==> src/rtl/core/pfx_pkg.sv <==
// Shared constants, types and codes of the protobuf field-one extractor.
package pfx_pkg;

   localparam int unsigned PAYLOAD_DEPTH = 64;
   localparam int unsigned ADDR_W = (PAYLOAD_DEPTH > 1) ? $clog2(PAYLOAD_DEPTH) : 1;
   localparam int unsigned CNT_W = $clog2(PAYLOAD_DEPTH + 1);
   localparam int unsigned VAR_W = 64;
   localparam int unsigned SHIFT_W = 7;

   localparam logic [7:0] VAR_DATA_MASK = 8'h7F;
   localparam logic [7:0] VAR_CONT_MASK = 8'h80;
   localparam logic [7:0] WIRE_TYPE_MASK = 8'h07;

   localparam logic [SHIFT_W-1:0] VARINT_STEP = 7'd7;
   localparam logic [SHIFT_W-1:0] VARINT_LIMIT = 7'd64;

   localparam logic [2:0] WT_VARINT = 3'd0;
   localparam logic [2:0] WT_FIX64 = 3'd1;
   localparam logic [2:0] WT_LEN = 3'd2;
   localparam logic [2:0] WT_FIX32 = 3'd5;

   localparam logic [VAR_W-1:0] FIX64_BYTES = 64'd8;
   localparam logic [VAR_W-1:0] FIX32_BYTES = 64'd4;

   localparam logic [4:0] TARGET_FIELD = 5'd1;

   typedef enum logic [2:0] {
      PH_TAG  = 3'd0,
      PH_LEN  = 3'd1,
      PH_VAR  = 3'd2,
      PH_SKIP = 3'd3,
      PH_PAY  = 3'd4,
      PH_DONE = 3'd5,
      PH_HALT = 3'd6
   } phase_type;

   typedef enum logic {
      EM_IDLE = 1'b0,
      EM_SHOW = 1'b1
   } em_state_type;

   typedef enum logic [1:0] {
      ST_DATA = 2'd0,
      ST_NOID = 2'd1,
      ST_LONG = 2'd2
   } status_type;

   typedef struct packed {
      logic             valid;
      status_type       status;
      logic [CNT_W-1:0] count;
   } job_type;

endpackage

==> src/rtl/core/pfx_if.sv <==
// Valid/ready channel interfaces for message bytes and answer results.
interface pfx_req_if;
   logic       valid;
   logic       ready;
   logic [7:0] in_byte;
   logic       in_last;

   modport source (output valid, output in_byte, output in_last, input ready);
   modport sink (input valid, input in_byte, input in_last, output ready);
endinterface

interface pfx_rsp_if;
   logic       valid;
   logic       ready;
   logic [7:0] out_byte;
   logic [1:0] out_status;
   logic       out_last;

   modport source (output valid, output out_byte, output out_status, output out_last,
                   input ready);
   modport sink (input valid, input out_byte, input out_status, input out_last,
                 output ready);
endinterface

==> src/rtl/core/pfx_ram.sv <==
// Generic single-port-write, single-port-read RAM with registered read data.
module pfx_ram #(
   parameter int unsigned Width = 8,
   parameter int unsigned Depth = 64
) (
   input  logic                                         clock,
   input  logic                                         wr_en,
   input  logic [((Depth > 1) ? $clog2(Depth) : 1)-1:0] wr_addr,
   input  logic [Width-1:0]                             wr_data,
   input  logic                                         rd_en,
   input  logic [((Depth > 1) ? $clog2(Depth) : 1)-1:0] rd_addr,
   output logic [Width-1:0]                             rd_data
);

   logic [Width-1:0] mem_ff [Depth];
   logic [Width-1:0] rd_data_ff;

   always_ff @(posedge clock) begin
      if (wr_en) begin
         mem_ff[wr_addr] <= wr_data;
      end
      if (rd_en) begin
         rd_data_ff <= mem_ff[rd_addr];
      end
   end

   assign rd_data = rd_data_ff;

endmodule

==> src/rtl/core/pfx_parser.sv <==
// Wire-format scanner: walks tags, varints and skips, stores field 1 and posts answer jobs.
module pfx_parser (
   input  logic                        clock,
   input  logic                        reset,
   pfx_req_if.sink                     req_ch,
   input  logic                        emit_busy,
   output logic                        ram_wr_en,
   output logic [pfx_pkg::ADDR_W-1:0]  ram_wr_addr,
   output logic [7:0]                  ram_wr_data,
   output pfx_pkg::job_type            job
);
   import pfx_pkg::*;

   phase_type        phase_ff, phase_in, phase_step;
   logic [VAR_W-1:0] varint_ff, varint_in, varint_acc;
   logic [SHIFT_W-1:0] shift_ff, shift_in, shift_acc, shift_sum;
   logic             target_ff, target_in;
   logic [VAR_W-1:0] skip_ff, skip_in, skip_dec;
   logic [CNT_W-1:0] count_ff, count_in, count_inc;
   logic             oversize_ff, oversize_in;
   job_type          job_ff, job_in;

   logic       accept;
   logic       var_end;
   logic       len_zero;
   logic       len_over;
   logic       skip_end;
   logic       store_ok;
   logic [2:0] wire_kind;
   logic [4:0] tag_field;

   assign req_ch.ready = !emit_busy && !job_ff.valid;
   assign accept = req_ch.valid && req_ch.ready;

   assign wire_kind = 3'(req_ch.in_byte & WIRE_TYPE_MASK);
   assign tag_field = req_ch.in_byte[7:3];

   assign shift_sum = shift_ff + VARINT_STEP;
   assign varint_acc = (shift_ff < VARINT_LIMIT)
                     ? (varint_ff | (VAR_W'(req_ch.in_byte & VAR_DATA_MASK) << shift_ff[5:0]))
                     : varint_ff;
   assign shift_acc = (shift_ff < VARINT_LIMIT)
                    ? ((shift_sum > VARINT_LIMIT) ? VARINT_LIMIT : shift_sum)
                    : shift_ff;
   assign var_end = (req_ch.in_byte & VAR_CONT_MASK) == 8'h00;
   assign len_zero = varint_acc == '0;
   assign len_over = varint_acc > VAR_W'(PAYLOAD_DEPTH);

   assign skip_dec = (skip_ff != '0) ? (skip_ff - VAR_W'(1)) : skip_ff;
   assign skip_end = skip_dec == '0;

   assign store_ok = !oversize_ff && (count_ff < CNT_W'(PAYLOAD_DEPTH));
   assign count_inc = count_ff + CNT_W'(1);

   // next state
   always_comb begin
      phase_step = phase_ff;
      unique case (phase_ff)
         PH_TAG: begin
            priority if (wire_kind == WT_LEN) begin
               phase_step = PH_LEN;
            end else if (wire_kind == WT_VARINT) begin
               phase_step = PH_VAR;
            end else if (wire_kind == WT_FIX32 || wire_kind == WT_FIX64) begin
               phase_step = PH_SKIP;
            end else begin
               phase_step = PH_HALT;
            end
         end
         PH_LEN: begin
            if (var_end) begin
               if (target_ff) begin
                  phase_step = len_zero ? PH_DONE : PH_PAY;
               end else begin
                  phase_step = len_zero ? PH_TAG : PH_SKIP;
               end
            end
         end
         PH_VAR: begin
            if (var_end) begin
               phase_step = PH_TAG;
            end
         end
         PH_SKIP: begin
            if (skip_end) begin
               phase_step = PH_TAG;
            end
         end
         PH_PAY: begin
            if (skip_end) begin
               phase_step = PH_DONE;
            end
         end
         PH_DONE, PH_HALT: begin
            phase_step = phase_ff;
         end
         default: begin
            phase_step = PH_TAG;
         end
      endcase

      phase_in = phase_ff;
      if (accept) begin
         phase_in = req_ch.in_last ? PH_TAG : phase_step;
      end
   end

   // datapath and outputs
   always_comb begin
      varint_in   = varint_ff;
      shift_in    = shift_ff;
      target_in   = target_ff;
      skip_in     = skip_ff;
      count_in    = count_ff;
      oversize_in = oversize_ff;
      ram_wr_en   = 1'b0;
      job_in      = '{valid: 1'b0, status: ST_DATA, count: '0};

      if (accept) begin
         unique case (phase_ff)
            PH_TAG: begin
               varint_in = '0;
               shift_in  = '0;
               priority if (wire_kind == WT_LEN) begin
                  target_in = tag_field == TARGET_FIELD;
               end else if (wire_kind == WT_FIX32) begin
                  skip_in = FIX32_BYTES;
               end else if (wire_kind == WT_FIX64) begin
                  skip_in = FIX64_BYTES;
               end else begin
                  skip_in = skip_ff;
               end
            end
            PH_LEN: begin
               varint_in = varint_acc;
               shift_in  = shift_acc;
               if (var_end) begin
                  if (target_ff) begin
                     if (len_zero) begin
                        job_in = '{valid: 1'b1, status: ST_NOID, count: '0};
                     end else begin
                        oversize_in = len_over;
                        skip_in     = varint_acc;
                        count_in    = '0;
                     end
                  end else if (!len_zero) begin
                     skip_in = varint_acc;
                  end
               end
            end
            PH_VAR: begin
               varint_in = varint_acc;
               shift_in  = shift_acc;
            end
            PH_SKIP: begin
               skip_in = skip_dec;
            end
            PH_PAY: begin
               skip_in = skip_dec;
               if (store_ok) begin
                  ram_wr_en = 1'b1;
                  count_in  = count_inc;
               end
               if (skip_end) begin
                  job_in = '{valid: 1'b1,
                             status: oversize_ff ? ST_LONG : ST_DATA,
                             count: store_ok ? count_inc : count_ff};
               end
            end
            default: begin
               skip_in = skip_ff;
            end
         endcase

         if (req_ch.in_last) begin
            if (!job_in.valid && phase_step != PH_DONE) begin
               job_in = '{valid: 1'b1, status: ST_NOID, count: '0};
            end
            varint_in   = '0;
            shift_in    = '0;
            target_in   = 1'b0;
            skip_in     = '0;
            count_in    = '0;
            oversize_in = 1'b0;
         end
      end
   end

   assign ram_wr_addr = count_ff[ADDR_W-1:0];
   assign ram_wr_data = req_ch.in_byte;
   assign job = job_ff;

   always_ff @(posedge clock) begin
      if (reset) begin
         phase_ff    <= PH_TAG;
         varint_ff   <= '0;
         shift_ff    <= '0;
         target_ff   <= 1'b0;
         skip_ff     <= '0;
         count_ff    <= '0;
         oversize_ff <= 1'b0;
         job_ff      <= '{valid: 1'b0, status: ST_DATA, count: '0};
      end else begin
         phase_ff    <= phase_in;
         varint_ff   <= varint_in;
         shift_ff    <= shift_in;
         target_ff   <= target_in;
         skip_ff     <= skip_in;
         count_ff    <= count_in;
         oversize_ff <= oversize_in;
         job_ff      <= job_in;
      end
   end

endmodule

==> src/rtl/core/pfx_emitter.sv <==
// Answer sequencer: reads stored payload back from the RAM and drives the result channel.
module pfx_emitter (
   input  logic                        clock,
   input  logic                        reset,
   input  pfx_pkg::job_type            job,
   output logic                        busy,
   output logic                        ram_rd_en,
   output logic [pfx_pkg::ADDR_W-1:0]  ram_rd_addr,
   input  logic [7:0]                  ram_rd_data,
   pfx_rsp_if.source                   rsp_ch
);
   import pfx_pkg::*;

   em_state_type      state_ff, state_in;
   status_type        status_ff, status_in;
   logic [CNT_W-1:0]  count_ff, count_in;
   logic [ADDR_W-1:0] idx_ff, idx_in;

   logic run_end;
   logic res_last;
   logic transfer;

   assign run_end  = (CNT_W'(idx_ff) + CNT_W'(1)) == count_ff;
   assign res_last = (status_ff != ST_DATA) || run_end;
   assign transfer = rsp_ch.valid && rsp_ch.ready;

   // next state
   always_comb begin
      state_in = state_ff;
      unique case (state_ff)
         EM_IDLE: begin
            if (job.valid) begin
               state_in = EM_SHOW;
            end
         end
         EM_SHOW: begin
            if (transfer && res_last) begin
               state_in = EM_IDLE;
            end
         end
         default: begin
            state_in = EM_IDLE;
         end
      endcase
   end

   // outputs
   always_comb begin
      status_in   = status_ff;
      count_in    = count_ff;
      idx_in      = idx_ff;
      ram_rd_en   = 1'b0;
      ram_rd_addr = idx_ff;
      unique case (state_ff)
         EM_IDLE: begin
            if (job.valid) begin
               status_in   = job.status;
               count_in    = job.count;
               idx_in      = '0;
               ram_rd_en   = job.status == ST_DATA;
               ram_rd_addr = '0;
            end
         end
         EM_SHOW: begin
            if (transfer && !res_last) begin
               idx_in      = idx_ff + ADDR_W'(1);
               ram_rd_en   = 1'b1;
               ram_rd_addr = idx_ff + ADDR_W'(1);
            end
         end
         default: begin
            ram_rd_en = 1'b0;
         end
      endcase
   end

   assign busy              = state_ff != EM_IDLE;
   assign rsp_ch.valid      = state_ff == EM_SHOW;
   assign rsp_ch.out_byte   = (status_ff == ST_DATA) ? ram_rd_data : 8'h00;
   assign rsp_ch.out_status = status_ff;
   assign rsp_ch.out_last   = res_last;

   always_ff @(posedge clock) begin
      if (reset) begin
         state_ff <= EM_IDLE;
      end else begin
         state_ff <= state_in;
      end
   end

   always_ff @(posedge clock) begin
      status_ff <= status_in;
      count_ff  <= count_in;
      idx_ff    <= idx_in;
   end

endmodule

==> src/rtl/core/protobuf_field_one_extractor.sv <==
// Top level of the protobuf field-one extractor: scanner, payload RAM and answer sequencer.
//
//   channel  direction  payload                           transfer on
//   req_ch   in         in_byte[7:0], in_last             valid && ready
//   rsp_ch   out        out_byte[7:0], out_status[1:0],   valid && ready
//                       out_last
//
// One message byte per cycle while scanning; req_ch.ready drops in the cycle after
// the byte that completes an answer, then stays low until its last result transfers.
// A payload answer gives one result per cycle from the RAM read port while rsp_ch.ready
// is high; a single no-id or too-long answer takes one result.
// Reset is synchronous; the payload RAM has no clearing pass and is only read where written.
// A stall on rsp_ch holds the result and keeps req_ch stalled.
module protobuf_field_one_extractor (
   input  logic       clock,
   input  logic       reset,
   pfx_req_if.sink    req_ch,
   pfx_rsp_if.source  rsp_ch
);
   import pfx_pkg::*;

   logic              ram_wr_en;
   logic [ADDR_W-1:0] ram_wr_addr;
   logic [7:0]        ram_wr_data;
   logic              ram_rd_en;
   logic [ADDR_W-1:0] ram_rd_addr;
   logic [7:0]        ram_rd_data;
   logic              emit_busy;
   job_type           job;

   pfx_parser u_parser (
      .clock       (clock),
      .reset       (reset),
      .req_ch      (req_ch),
      .emit_busy   (emit_busy),
      .ram_wr_en   (ram_wr_en),
      .ram_wr_addr (ram_wr_addr),
      .ram_wr_data (ram_wr_data),
      .job         (job)
   );

   pfx_ram #(
      .Width (8),
      .Depth (PAYLOAD_DEPTH)
   ) u_payload_ram (
      .clock   (clock),
      .wr_en   (ram_wr_en),
      .wr_addr (ram_wr_addr),
      .wr_data (ram_wr_data),
      .rd_en   (ram_rd_en),
      .rd_addr (ram_rd_addr),
      .rd_data (ram_rd_data)
   );

   pfx_emitter u_emitter (
      .clock       (clock),
      .reset       (reset),
      .job         (job),
      .busy        (emit_busy),
      .ram_rd_en   (ram_rd_en),
      .ram_rd_addr (ram_rd_addr),
      .ram_rd_data (ram_rd_data),
      .rsp_ch      (rsp_ch)
   );

endmodule

==> src/flat_wrapper.sv <==
// flat-port wrapper written by rule: the top's interface ports become plain ports
module protobuf_field_one_extractor_flat import pfx_pkg::*;
  (clock, reset, req_ch_valid, req_ch_in_byte, req_ch_in_last, req_ch_ready, rsp_ch_valid, rsp_ch_out_byte, rsp_ch_out_status, rsp_ch_out_last, rsp_ch_ready);
  pfx_req_if req_ch_i ();
  pfx_rsp_if rsp_ch_i ();
  input  logic clock;
  input  logic reset;
  input wire logic [$bits(req_ch_i.valid)-1:0] req_ch_valid;
  input wire logic [$bits(req_ch_i.in_byte)-1:0] req_ch_in_byte;
  input wire logic [$bits(req_ch_i.in_last)-1:0] req_ch_in_last;
  output wire logic [$bits(req_ch_i.ready)-1:0] req_ch_ready;
  output wire logic [$bits(rsp_ch_i.valid)-1:0] rsp_ch_valid;
  output wire logic [$bits(rsp_ch_i.out_byte)-1:0] rsp_ch_out_byte;
  output wire logic [$bits(rsp_ch_i.out_status)-1:0] rsp_ch_out_status;
  output wire logic [$bits(rsp_ch_i.out_last)-1:0] rsp_ch_out_last;
  input wire logic [$bits(rsp_ch_i.ready)-1:0] rsp_ch_ready;
  assign req_ch_i.valid = req_ch_valid;
  assign req_ch_i.in_byte = req_ch_in_byte;
  assign req_ch_i.in_last = req_ch_in_last;
  assign req_ch_ready = req_ch_i.ready;
  assign rsp_ch_valid = rsp_ch_i.valid;
  assign rsp_ch_out_byte = rsp_ch_i.out_byte;
  assign rsp_ch_out_status = rsp_ch_i.out_status;
  assign rsp_ch_out_last = rsp_ch_i.out_last;
  assign rsp_ch_i.ready = rsp_ch_ready;
  protobuf_field_one_extractor u_core (.clock(clock), .reset(reset), .req_ch(req_ch_i), .rsp_ch(rsp_ch_i));
endmodule
==> config.mk <==
export PLATFORM = sky130hd
export DESIGN_NAME = protobuf_field_one_extractor_flat
export DESIGN_NICKNAME = d
export VERILOG_FILES = /design/src/rtl/core/pfx_pkg.sv /design/src/rtl/core/pfx_if.sv /design/src/rtl/core/pfx_ram.sv /design/src/rtl/core/pfx_parser.sv /design/src/rtl/core/pfx_emitter.sv /design/src/rtl/core/protobuf_field_one_extractor.sv /design/src/flat_wrapper.sv
export SDC_FILE = /design/constraint.sdc
export NUM_CORES = 1
export LEC_CHECK = 0
export ABC_AREA = 1
export BUFFER_PORTS_ARGS = -buffer_cell sky130_fd_sc_hd__clkbuf_2
export CAP_MARGIN = 15
export CORE_MARGIN = 8
export CORE_UTILIZATION = 35
export CTS_CLUSTER_SIZE = 40
export DETAILED_ROUTE_END_ITERATION = 10
export GPL_ROUTABILITY_DRIVEN = 1
export PLACE_DENSITY = 0.48
export RECOVER_POWER = 100
export SYNTH_ARGS = -nofsm -noshare
export SYNTH_HDL_FRONTEND = slang
export SYNTH_SLANG_ARGS = --single-unit
==> constraint.sdc <==
create_clock -name clock -period 7.2 [get_ports clock]
set_clock_uncertainty 0.05 [all_clocks]
set_input_delay 0 -clock clock [delete_from_list [all_inputs] [get_ports clock]]
set_output_delay 0 -clock clock [all_outputs]
set_load 0.02 [all_outputs]
== Word level (Yosys, flattened, before mapping) ==
Memory sizes are Yosys's and may differ from the RTL's. A register that Yosys moved wholly into a read port is not among the register bits.
Cells that the tools add are included.

* $add $sub $neg: 5
* $lt $le $gt $ge: 4
* Eq/ne operators: 19
* Shift-type cells: 1
* Muxes and demuxes: 65
* Bitwise logic cells: 3
* Reduce and logical (&&, ||, !) cells: 42

{| class="wikitable"
|+ Operator list
! operator !! count
|-
| $mux W64 || 9
|-
| $pmux W64 S3 || 1
|-
| $logic_not A64 Y1 || 2
|-
| $pmux W64 S2 || 1
|-
| $mux W10 || 7
|-
| $gt A64 B7 Y1 const B || 1
|-
| $or A64 B64 Y64 || 1
|-
| $reduce_bool A64 Y1 || 1
|-
| $shl A7 B6 Y64 || 1
|-
| $sub A64 B1 Y64 const B || 1
|-
| $mux W7 || 8
|-
| $pmux W7 S2 || 2
|-
| $mux W3 || 9
|-
| $pmux W10 S2 || 1
|-
| $mux W1 || 18
|-
| $pmux W3 S6 || 1
|-
| $ne A3 B3 Y1 const B || 5
|-
| $lt A7 B7 Y1 const B || 2
|-
| $eq A3 B3 Y1 const B || 4
|-
| $mux W6 || 2
|-
| $pmux W6 S2 || 1
|-
| $reduce_bool A2 Y1 || 6
|-
| $reduce_and A5 Y1 || 2
|-
| $eq A3 B2 Y1 const B || 3
|-
| 27 further kinds || 50
|}

* Bits in registers: 173
* RAM bits: 512
* Input port bits: 13
* Output and inout port bits: 13
* Word-level logic and storage cells: 154
* Memories kept: 1

{| class="wikitable"
|+ Memory list
! name !! depth !! bits a word !! rd ports !! clocked after Yosys merged registers in !! wr ports !! line !! source
|-
| u_core.u_payload_ram.mem_ff || 64 || 8 || 1 || 1 || 1 || pfx_ram.sv:15 || <nowiki>logic [Width-1:0] mem_ff [Depth];</nowiki>
|}

== Logic depth before layout (Yosys ltp) ==
* Depth in word-level cells: 13
* Gate-level depth with buffers: 24

== Modules after synthesis ==
From an unflattened synthesis, not the netlist that was laid out.

* Cell total of the unflattened synthesis: 4137
* Area, all modules: 34727.1 µm²

{| class="wikitable"
|+ By module, submodules not included
! module !! times used !! cells each !! area each (µm²)
|-
| pfx_ram || 1 || 1805 || 21419.3
|-
| pfx_parser || 1 || 2214 || 12376.9
|-
| pfx_emitter || 1 || 118 || 930.9
|}

== Worst setup path before layout ==
No wires, ideal clock.

* Kind: register -> register
* Start point: reg u_core.u_emitter.state_ff (netlist: u_core.u_emitter.busy)
* End point: reg u_core.u_payload_ram.rd_data_ff[0] (netlist: u_core.u_payload_ram.rd_data[0]) (read register of u_core.u_payload_ram.mem_ff) (data pin)
* Library setup time: 255 ps
* Arrival time: 2510 ps
* Slack: 4385 ps
* Stages on the path, launching flop included: 15
* Clock period less this slack: 2815 ps
* Cells stage by stage: dfxtp_1 nor2_1 inv_1 nand2_1 nand2_2 nand2_2 buf_4 clkbuf_1 o21ai_0 nand2_1 nand3_1 nand3_1 nand3_1 nand3_1 nand2_1

* Word-level cells in the longest chain between the ends: 4

{| class="wikitable"
|+ RTL lines
! item !! line !! source
|-
| start: declaration || pfx_emitter.sv:14 || <nowiki>em_state_type state_ff, state_in;</nowiki>
|-
| start signal: assignment || pfx_emitter.sv:87 || <nowiki>state_ff <= state_in;</nowiki>
|-
| $logic_and A1 B1 Y1 || pfx_emitter.sv:25 || <nowiki>assign transfer = rsp_ch.valid && rsp_ch.ready;</nowiki>
|-
| $logic_and A1 B1 Y1 || pfx_emitter.sv:65 || <nowiki>if (transfer && !res_last) begin</nowiki>
|-
| $mux W6 / $mux W1 (equally long branches) || pfx_emitter.sv:65 ||
|-
| $pmux W6 S2 / $pmux W1 S2 (equally long branches) || pfx_emitter.sv:54 || <nowiki>unique case (state_ff)</nowiki>
|-
| end: declaration || pfx_ram.sv:16 || <nowiki>logic [Width-1:0] rd_data_ff;</nowiki>
|}

Parallel ways exist; a longest one is shown, timed or not.
A chain may end at the register's enable or synchronous reset.

== Worst setup path after layout ==
* Start point: reg u_core.u_emitter.idx_ff[0]
* End point: reg u_core.u_payload_ram.rd_data_ff[1] (netlist: u_core.u_payload_ram.rd_data[1]) (read register of u_core.u_payload_ram.mem_ff) (data pin)

* Word-level cells in the longest chain between the ends: 7

{| class="wikitable"
|+ RTL lines
! item !! line !! source
|-
| start: declaration || pfx_emitter.sv:17 || <nowiki>logic [ADDR_W-1:0] idx_ff, idx_in;</nowiki>
|-
| start signal: assignment || pfx_emitter.sv:94 || <nowiki>idx_ff <= idx_in;</nowiki>
|-
| $add A6 B1 Y7 || pfx_emitter.sv:23 || <nowiki>assign run_end = (CNT_W'(idx_ff) + CNT_W'(1)) == count_ff;</nowiki>
|-
| $eq A7 B7 Y1 || pfx_emitter.sv:23 ||
|-
| $logic_or A1 B1 Y1 || pfx_emitter.sv:24 || <nowiki>assign res_last = (status_ff != ST_DATA) || run_end;</nowiki>
|-
| $logic_not A1 Y1 || pfx_emitter.sv:65 ||
|-
| $logic_and A1 B1 Y1 || pfx_emitter.sv:65 ||
|-
| $mux W6 / $mux W1 (equally long branches) || pfx_emitter.sv:65 ||
|-
| $pmux W6 S2 / $pmux W1 S2 (equally long branches) || pfx_emitter.sv:54 ||
|}

Parallel ways exist; a longest one is shown, timed or not.

==> flow_metrics.py <==
metrics = {
    "placement": {
        "place_congestion": 0.891,
        "dp_hpwl_um": 75200,
        "port_buffers": 25,
        "dp_cells": 5347,
    },
    "routing": {
        "drcViolationCount": 0,
        "routed_wl_um": 116000,
        "drtPass1Iterations": 5,
        "drt_first_iter_violations": 2691,
        "drt-vias-per-instance": 5.14,
        "ant_nets": 0,
        "routedWlPerCell_um": 21.1,
        "route.vias.total": 28300,
    },
    "floorplan": {
        "pin_count": 26,
        "die-width_um": 331,
        "die_y_um": 331,
        "core_area_um2": 98400,
        "initial_utilization_pct": 35.3,
        "rows": 115,
        "die-area_um2": 110000,
    },
    "power": {
        "combPwrFrac_pct": 19.1,
        "ir_worst_vdd_uv": 146,
        "clock_power_share_pct": 39.1,
        "leakage_nw": 15.8,
        "intPower_mw": 7.27,
        "p_switching_mw": 3.33,
        "power_switching_share_pct": 31.4,
        "cellPowerDensity_nw_per_um2": 274,
        "p_seq_share_pct": 41.8,
    },
    "sta": {
        "final.period_utilization_pct": 79.4,
        "tns_ps": 0,
        "worst_pin_slew_ps": 3870,
        "final_hold_viol_count": 0,
        "slew_viol_final": 620,
        "hold-worst-slack_ps": 36.3,
        "slew-limit-headroom_pct": -158,
        "fmax_mhz": 175,
        "rsz0062_at_grt": "false",
        "setup_violations": 0,
        "min_period_ps": 5710,
    },
    "min_path": {
        "min_path_type": "input port to flop",
    },
    "synth": {
        "synth_top_area_share_pct": 45.7,
        "synth-seq-cells": 693,
        "netlist_area_um2": 34800,
        "synth_area_leaders": "edfxtp_1 (46%), nand2_1 (14%), dfxtp_1 (9.4%)",
        "synth_top_area_cell": "edfxtp_1",
        "synth_cells": 4201,
        "yosysUniqueCellTypes": 49,
        "synth_ff_type": "edfxtp_1",
        "synth-async-reset-ratio_pct": 0,
        "ys_seq_area_share_pct": 55.1,
        "syn_avg_cell_area_um2": 8.28,
        "ys_warn_count": 0,
        "synth_edf_count": 529,
        "syn_nets": 4222,
    },
    "global_routing": {
        "grt_max_degree": 105,
        "grt_usage_pct": 20.9,
        "grt_pass1_wl_um": 172000,
        "grt_remaining_overflow": 0,
        "grt_pass1_vias": 26400,
        "antenna_found_initial": 3,
    },
    "finish": {
        "n_fill_cell": 10200,
        "layout_common_cells": "nand2_1 (1327), edfxtp_1 (529), inv_1 (491), nand3_1 (478), nor2_1 (450)",
        "regArea_um2": 19200,
        "fin_nets": 4177,
        "layout.cells.non_filler": 5512,
        "final_util_pct": 39.3,
        "multi_input_area_um2": 12800,
        "drive_above_1_share_pct": 4.50,
        "area_growth_pct": 11.2,
        "final_common_cell": "nand2_1",
    },
    "worst_setup_path": {
        "path_max_fanout": 18,
        "cp_data_required_time_ps": 7690,
        "crit_path_end_kind": "flop",
        "cp_data_arrival_time_ps": 6200,
        "reg2reg_slack_ps": 1490,
        "worstSetupStartpointType": "flop",
        "path_class": "flop to flop",
    },
    "run": {
        "cap_viol_max_count": 13,
    },
    "outcome": {
        "status": "finished with violations",
        "violations": "max-capacitance violations, max-slew violations",
    },
    "cts": {
        "post-cts-setup-buffers": 0,
        "cts_resized": 0,
        "clock_latency_ps": 670,
        "clock_path_buffers": 3,
        "root_buffer": "clkbuf_16",
        "htreeDepth": 3,
        "cts_sinks": 693,
        "cts_inserted_buffers": 82,
        "ctsHoldBuffers": 11,
        "cts_tree": "done",
        "path_clk_slew_ps": 60,
    },
}
per-layer routing:
layer | up-vias | part of all wire, % | GRT usage [%]
met5 | - | 0 | 0
met4 | 0 | 2.0 | 5.39
met3 | 134 | 6.6 | 4.18
met2 | 837 | 44 | 31.9
met1 | 13600 | 47 | 30.1
li1 | 13700 | - | -
cell usage after synthesis, types with 2 or more instances:
cell type,number
nand4_1,68
nand2_1,1330
buf_1,19
and2_1,2
a21oi_2,2
buf_4,3
a211oi_1,50
o22ai_1,35
xnor2_1,4
o21bai_1,11
buf_2,71
inv_2,12
o31ai_4,2
nand3_1,477
nand3b_1,75
nor3_1,8
inv_1,493
a21oi_1,56
nor2_1,451
ha_1,8
o21ai_0,67
xor2_1,29
dfxtp_1,164
o211ai_1,54
buf_6,4
o21ai_2,3
clkinv_1,5
nand3_2,2
o21ai_1,11
edfxtp_1,529
nand2_2,2
a31oi_1,4
nor2_2,9
a21o_1,6
a221oi_1,15
clkbuf_1,107
final timing paths:
| check | from | end | cells after the start |
|---|---|---|---|
| worst max register to register | u_core.u_emitter.idx_ff[0] | u_core.u_payload_ram.rd_data[1] | 14 |
| worst min-delay path | reset | u_core.u_parser.shift_ff[5] | 3 |
| worst max-delay path | u_core.u_emitter.idx_ff[0] | u_core.u_payload_ram.rd_data[1] | 14 |
| worst min register to register | u_core.u_parser.job[3] | u_core.u_emitter.count_ff[3] | 0 |
state kept, by name (all words and copies together) (netlist names):
register / flops
u_core.u_payload_ram.mem_ff: 512
u_core.u_parser.skip_ff: 64
u_core.u_parser.varint_ff: 64
u_core.u_parser.job: 10
u_core.u_payload_ram.rd_data: 8
u_core.u_emitter.count_ff: 7
u_core.u_parser.count_ff: 7
u_core.u_parser.shift_ff: 7
u_core.u_emitter.idx_ff: 6
u_core.u_parser.phase_ff: 3
u_core.u_emitter.rsp_ch.out_status: 2
u_core.u_emitter.busy: 1
u_core.u_parser.oversize_ff: 1
u_core.u_parser.target_ff: 1
critical path, cell delays in order, from the launching register on:
cell,delay [ps]
dfxtp_1,480
ha_1,260
xor2_1,250
nor2_1,70
nor2_1,100
nand3_1,70
nor2_1,90
nand3_1,190
nand3_1,230
inv_2,130
o31ai_1,2250
inv_2,740
nand3_1,400
nand3_1,160
nand2_1,90
stage by stage:
stage | setup WS, ps | power, mW | cell area [um^2]
after floorplan | 4390 | 5.82 | 34800
after global placement | 2570 | 6.53 | 36000
after detailed placement | 2570 | 6.52 | 36000
after CTS | 2550 | 10.7 | 38800
after global routing | 1110 | 11.1 | 38600
final | 1490 | 10.6 | 38700
power by group through the flow:
stage / registers (mW) / logic [mW] / clock network [mW]
floorplan: 4.48 / 1.34 / 0
global placement: 4.51 / 2.02 / 0
detailed placement: 4.51 / 2.02 / 0
CTS: 4.42 / 2.03 / 4.23
global route: 4.44 / 2.24 / 4.38
finish: 4.43 / 2.02 / 4.14
kinds of logic after synthesis:
logic type               share of synthesized area (%)
adder cells (fa/ha/maj)                          0.288
AND/OR/NAND/NOR                                   29.6
AO/OA/AOI/OAI                                     6.05
XOR/XNOR                                         0.896
flip-flops                                        55.1
buffers and inverters                             8.08
area by class of cell:
class / count / share of cell area [%]
antenna: 3 / 0.0194
inverter: 510 / 4.98
tap: 1287 / 4.17
sequential: 693 / 49.6
multi-input combinational: 2794 / 33.2
timing repair buffer: 75 / 1.18
clock buffer: 103 / 5.75
clock inverter: 47 / 1.15
Power figures use the tool's default switching activity.
